File: config.mk
export PLATFORM = sky130hd
export DESIGN_NAME = dab_plus_fire_code_checker_core
export DESIGN_NICKNAME = d
export VERILOG_FILES = /design/src/rtl/core/dabfc_pkg.sv /design/src/rtl/core/dab_plus_fire_code_checker_core.sv
export SDC_FILE = /design/constraint.sdc
export NUM_CORES = 1
export LEC_CHECK = 0
export BUFFER_PORTS_ARGS = -buffer_cell sky130_fd_sc_hd__buf_2
export CELL_PAD_IN_SITES_DETAIL_PLACEMENT = 1
export CELL_PAD_IN_SITES_GLOBAL_PLACEMENT = 1
export CORE_MARGIN = 5
export CORE_UTILIZATION = 48
export CTS_CLUSTER_SIZE = 20
export DETAILED_ROUTE_END_ITERATION = 8
export PLACE_DENSITY_LB_ADDON = 0.1
export SYNTH_ARGS = -nofsm -noshare
export SYNTH_HDL_FRONTEND = slang
export SYNTH_SLANG_ARGS = --single-unit
File: constraint.sdc
create_clock -name i_clk -period 5.1 [get_ports i_clk]
set_input_delay 1.53 -clock i_clk [delete_from_list [all_inputs] [get_ports i_clk]]
set_output_delay 1.53 -clock i_clk [all_outputs]
set_load 0.1 [all_outputs]
File: src/rtl/core/dabfc_pkg.sv
// Shared types, constants and the fire code byte update for the DAB+ fire code checker.
package dabfc_pkg;

    localparam int BLOCK_BYTES_DEF = 11;
    localparam int POS_W           = 4;
    localparam int REM_W           = 16;

    localparam logic [REM_W-1:0] FIRE_POLY = 16'h782F;

    typedef struct packed {
        logic [7:0] byte_value;
        logic       frame_start;
    } t_in;

    typedef struct packed {
        logic             frame_ok;
        logic [REM_W-1:0] syndrome;
    } t_out;

    // Shifts one byte into the remainder, most significant bit first.
    function automatic logic [REM_W-1:0] fire_shift_byte(
        input logic [REM_W-1:0] rem,
        input logic [7:0]       data
    );
        logic [REM_W-1:0] t;
        logic             msb;
        t = {rem[15:8], 8'h00};
        for (int k = 0; k < 8; k++) begin
            msb = t[15];
            t   = {t[14:0], 1'b0};
            if (msb) begin
                t = t ^ FIRE_POLY;
            end
        end
        return t ^ {rem[7:0], data};
    endfunction

endpackage

File: src/rtl/core/dab_plus_fire_code_checker_core.sv
// Top level of the DAB+ superframe fire code checker.
//
// The input channel carries one byte of the checked block per transaction,
// with a flag that marks the first byte of a block. A block has BLOCK_BYTES
// bytes: two check word bytes, two seed bytes, then the payload bytes.
// After the last byte of a block, one transaction leaves on the output
// channel with the final remainder and a pass flag that is set when the
// remainder is zero. Bytes that arrive outside a block are dropped.
// Each accepted byte goes to an input register; when it advances, the
// byte update and, for the last byte, the two check word updates run in one
// pass of XOR logic into the remainder and, for the last byte, the result
// register, which drives o_valid. One byte is taken in
// every cycle while the output is not blocked.
// When the receiver stalls a pending result, the input register keeps its
// byte and o_stall rises, so no transaction is lost or reordered.
// Synchronous reset clears the valid flags of both registers, the remainder and the held check
// word, and leaves the block idle until a byte with the start flag comes.
module dab_plus_fire_code_checker_core #(
    parameter int BLOCK_BYTES = dabfc_pkg::BLOCK_BYTES_DEF
) (
    input  logic            i_clk,
    input  logic            i_rst_n,
    input  logic            i_valid,
    input  dabfc_pkg::t_in  i_data,
    output logic            o_stall,
    output logic            o_valid,
    output dabfc_pkg::t_out o_data,
    input  logic            i_stall
);
    import dabfc_pkg::*;

    localparam logic [POS_W-1:0] POS_CHECK_HI = POS_W'(0);
    localparam logic [POS_W-1:0] POS_CHECK_LO = POS_W'(1);
    localparam logic [POS_W-1:0] POS_SEED_HI  = POS_W'(2);
    localparam logic [POS_W-1:0] POS_SEED_LO  = POS_W'(3);
    localparam logic [POS_W-1:0] POS_LAST     = POS_W'(BLOCK_BYTES - 1);
    localparam logic [POS_W-1:0] POS_IDLE     = POS_W'(BLOCK_BYTES);

    logic             r_in_vld;
    t_in              r_in;
    logic [POS_W-1:0] r_pos,  n_pos;
    logic [REM_W-1:0] r_rem,  n_rem;
    logic [REM_W-1:0] r_held, n_held;
    logic             r_out_vld;
    t_out             r_out;

    logic             advance;
    logic             emit;
    logic [POS_W-1:0] pos;
    logic [REM_W-1:0] rem_byte;
    logic [REM_W-1:0] rem_final;

    assign advance = r_in_vld && !(r_out_vld && i_stall);
    assign o_stall = r_in_vld && !advance;

    always_comb begin
        pos       = r_in.frame_start ? POS_CHECK_HI : r_pos;
        n_held    = r_held;
        rem_byte  = r_rem;
        emit      = 1'b0;
        n_pos     = pos;
        if (pos < POS_IDLE) begin
            case (pos)
                POS_CHECK_HI: n_held   = {r_in.byte_value, r_held[7:0]};
                POS_CHECK_LO: n_held   = {r_held[15:8], r_in.byte_value};
                POS_SEED_HI:  rem_byte = {r_in.byte_value, 8'h00};
                POS_SEED_LO:  rem_byte = {r_rem[15:8], r_in.byte_value};
                default:      rem_byte = fire_shift_byte(r_rem, r_in.byte_value);
            endcase
            n_pos = pos + POS_W'(1);
            emit  = (pos == POS_LAST);
        end
        rem_final = fire_shift_byte(fire_shift_byte(rem_byte, r_held[15:8]), r_held[7:0]);
        n_rem     = emit ? rem_final : rem_byte;
    end

    always_ff @(posedge i_clk) begin
        if (!i_rst_n) begin
            r_in_vld  <= 1'b0;
            r_out_vld <= 1'b0;
            r_pos     <= POS_IDLE;
            r_rem     <= '0;
            r_held    <= '0;
        end else begin
            if (i_valid && !o_stall) begin
                r_in_vld <= 1'b1;
                r_in     <= i_data;
            end else if (advance) begin
                r_in_vld <= 1'b0;
            end
            if (advance) begin
                r_pos  <= n_pos;
                r_rem  <= n_rem;
                r_held <= n_held;
            end
            if (advance && emit) begin
                r_out_vld      <= 1'b1;
                r_out.syndrome <= rem_final;
                r_out.frame_ok <= (rem_final == '0);
            end else if (!i_stall) begin
                r_out_vld <= 1'b0;
            end
        end
    end

    assign o_valid = r_out_vld;
    assign o_data  = r_out;

endmodule

==> impl_metrics.env <==
export IMPL_start_util_pct=49.7
export IMPL_p_int_mw=1.75
export IMPL_grt_overflow_total=0
export IMPL_grt_max_degree=41
export IMPL_p_leak_nw=1.92
export IMPL_syn_inst=450
export IMPL_reg2reg_from="r_in[0]"
export IMPL_setup_viol=0
export IMPL_via_per_inst=6.19
export IMPL_cts_buffers=9
export IMPL_drive_gt1_share_pct=17.7
export IMPL_io_buffers=31
export IMPL_hold_class="flip-flop to flip-flop"
export IMPL_worst_pin_slew_ps=907
export IMPL_yosysUniqueCellTypes=76
export IMPL_synth_seq_cells=64
export IMPL_synth_nets=466
export IMPL_cts_resized=0
export IMPL_ir_worst_vdd_uv=366
export IMPL_synth_top_cells_by_area="edfxtp_1 18%, dfxtp_1 17%, xnor2_1 6.8%"
export IMPL_timing_rr_end="o_data[16]"
export IMPL_yosysMostFrequentCell="nand2_1"
export IMPL_min_from="r_held[15]"
export IMPL_fmax_ghz=0.209
export IMPL_ant_nets=0
export IMPL_clk_path_buf_depth=2
export IMPL_period_needed_ps=4790
export IMPL_p_comb_share_pct=64.8
export IMPL_grt_pass1_wl_um=20900
export IMPL_drt_iter0_markers=265
export IMPL_grt_pass1_vias=3614
export IMPL_holdPathEnd="r_held[15]"
export IMPL_p_per_area_mw_per_mm2=665
export IMPL_dieHeight_um=105
export IMPL_final_nets=490
export IMPL_p_sw_share_pct=44.8
export IMPL_clk_pin_slew_ps=80
export IMPL_place_area_mm2=0.00459
export IMPL_switching_power_mw=1.42
export IMPL_synthTopCellsByCount="48 x nand2_1, 38 x dfxtp_1, 34 x xnor2_1"
export IMPL_maxCapViolCount=0
export IMPL_power_mw=3.18
export IMPL_end_kind="flip-flop"
export IMPL_ios=32
export IMPL_startpoint_type="flip-flop"
export IMPL_finalInstanceArea_mm2=0.00478
export IMPL_cp_max_fo=15
export IMPL_p_clk_share_pct=12.8
export IMPL_area_growth_pct=9.12
export IMPL_root_buffer="clkbuf_8"
export IMPL_p_seq_share_pct=22.5
export IMPL_tns_ps=0
export IMPL_synth_ff_type="dfxtp_1"
export IMPL_path_class="flip-flop to flip-flop"
export IMPL_syn_area_mm2=0.00438
export IMPL_arrival_ps=4890
export IMPL_fin_crit_sh_pct=94.0
export IMPL_worstPathRequired_ps=5200
export IMPL_hpwl_um=9780
export IMPL_hold_depth=2
export IMPL_grt_setup_unrepaired="false"
export IMPL_relSlewSlack_pct=39.1
export IMPL_routedWlPerCell_um=22.7
export IMPL_clk_latency_ps=360
export IMPL_yosysSeqAreaShare_pct=35.2
export IMPL_cts_tree="done"
export IMPL_ys_warn_count=0
export IMPL_drt_total_wl_um=13300
export IMPL_n_antenna_cell=0
export IMPL_synth_top_area_share_pct=17.8
export IMPL_coreArea_mm2=0.00881
export IMPL_slew_violations=0
export IMPL_clock_sinks=64
export IMPL_hold_viol_final=0
export IMPL_fp_row_count=34
export IMPL_r2r_worst_path_cells=14
export IMPL_vias=3633
export IMPL_die_width_um=105
export IMPL_drc=0
export IMPL_synth_edf_count=26
export IMPL_die_area_mm2=0.0111
export IMPL_grt_use_total_pct=24.5
export IMPL_gp_congestion=0.909
export IMPL_async_flop_share_pct=0
export IMPL_r2r_setup_slack_ps=310
export IMPL_cts_setup_buffers=0
export IMPL_syn_avg_cell_area_um2=9.73
export IMPL_yosysTopAreaCell="edfxtp_1"
export IMPL_run_status="finished clean"
export IMPL_first_pass_iters=5
export IMPL_htree_num_levels=3
export IMPL_finClkSkew_ps=16.0
export IMPL_ctsHoldBuffers=0
export IMPL_antenna_found_initial=0
cells by family (layout without fill, tap and decap cells):
logic type	after synthesis	after routing	share of synthesized area (%)
AO/OA/AOI/OAI	117	117	20.1
XOR/XNOR	77	77	21.2
multiplexers	10	10	2.29
buffers and inverters	38	67	4.35
flip-flops	64	64	35.2
adder cells (fa/ha/maj)	3	3	0.858
AND/OR/NAND/NOR	141	141	15.9
state kept, by name, summed over array words and instances, names as in the netlist:
| register | cells |
|---|---|
| o_data | 17 |
| r_pos | 4 |
| r_in_vld | 1 |
| r_rem | 16 |
| r_in | 9 |
| o_valid | 1 |
| r_held | 16 |
power by group through the flow:
stage / Combinational [mW] / Clock [mW] / Sequential, mW
2_1_floorplan: 1.59 / 0 / 0.726
3_3_place_gp: 1.98 / 0 / 0.723
3_5_place_dp: 2.02 / 0 / 0.724
4_1_cts: 2.03 / 0.410 / 0.712
5_1_grt: 2.22 / 0.437 / 0.716
6_report: 2.06 / 0.405 / 0.714
layout make-up:
| type | instances | area, µm² |
|---|---|---|
| sequential | 64 | 1540 |
| multi-input combinational | 348 | 2660 |
| timing repair buffer | 41 | 230 |
| clock inverter | 7 | 46.3 |
| tap | 108 | 135 |
| inverter | 10 | 37.5 |
| clock buffer | 9 | 124 |
| fill | 1019 | 4030 |
metrics by stage:
stage / cells / hold slack, ps / utilization (%) / worst slack (ps)
floorplan: 450 / 453 / - / 1100
global placement: 571 / 471 / 52.1 / 391
detailed placement: 571 / 476 / 52.1 / 154
CTS: 587 / 487 / 54.0 / 134
global route: 587 / 517 / 54.2 / 9.96
finish: 587 / 484 / 54.2 / 305
cell usage in the layout (no fill, tap or decap), types with 10 or more instances in the layout:
| cell type | Yosys | final |
|---|---|---|
| a21oi_1 | 20 | 20 |
| buf_2 | 10 | 31 |
| buf_4 | 4 | 10 |
| dfxtp_1 | 38 | 38 |
| edfxtp_1 | 26 | 26 |
| mux2i_1 | 10 | 10 |
| nand2_1 | 48 | 48 |
| nand3_1 | 19 | 19 |
| nor2_1 | 25 | 25 |
| nor2b_1 | 12 | 12 |
| o21ai_0 | 21 | 21 |
| xnor2_1 | 34 | 33 |
| xor2_1 | 21 | 21 |
routing by layer:
| metal | up-vias | share of wire [%] | track usage [%] |
|---|---|---|---|
| li1 | 1666 | - | - |
| met1 | 1823 | 46 | 33.8 |
| met2 | 123 | 46 | 38.8 |
| met3 | 21 | 5.6 | 4.46 |
| met4 | 0 | 2.5 | 8.14 |
| met5 | - | 0 | 0 |
worst max-delay path, stage by stage, from the launching register on:
cell and delay (ps):
edfxtp_1 630, inv_1 200, nand2_1 150, inv_1 70, ha_1 270, inv_1 300
a31oi_4 220, nand2b_1 330, a221oi_4 550, xnor3_1 560, xnor3_1 300, xnor3_2 350
xor2_2 190, xnor2_1 330, nor4_2 100
worst max-delay path by stage:
stage	from	endpoint	slack, ps	depth (start not counted)
after floorplan	r_in[0]	o_data[16]	1100	15
after global placement	r_in[0]	o_data[16]	390	15
after detailed placement	r_in[0]	o_data[16]	150	15
after CTS	r_in[0]	o_data[16]	130	15
after global routing	r_in[0]	o_data[16]	10	15
final	r_in[0]	o_data[16]	310	14
Power figures use the tool's default switching activity.
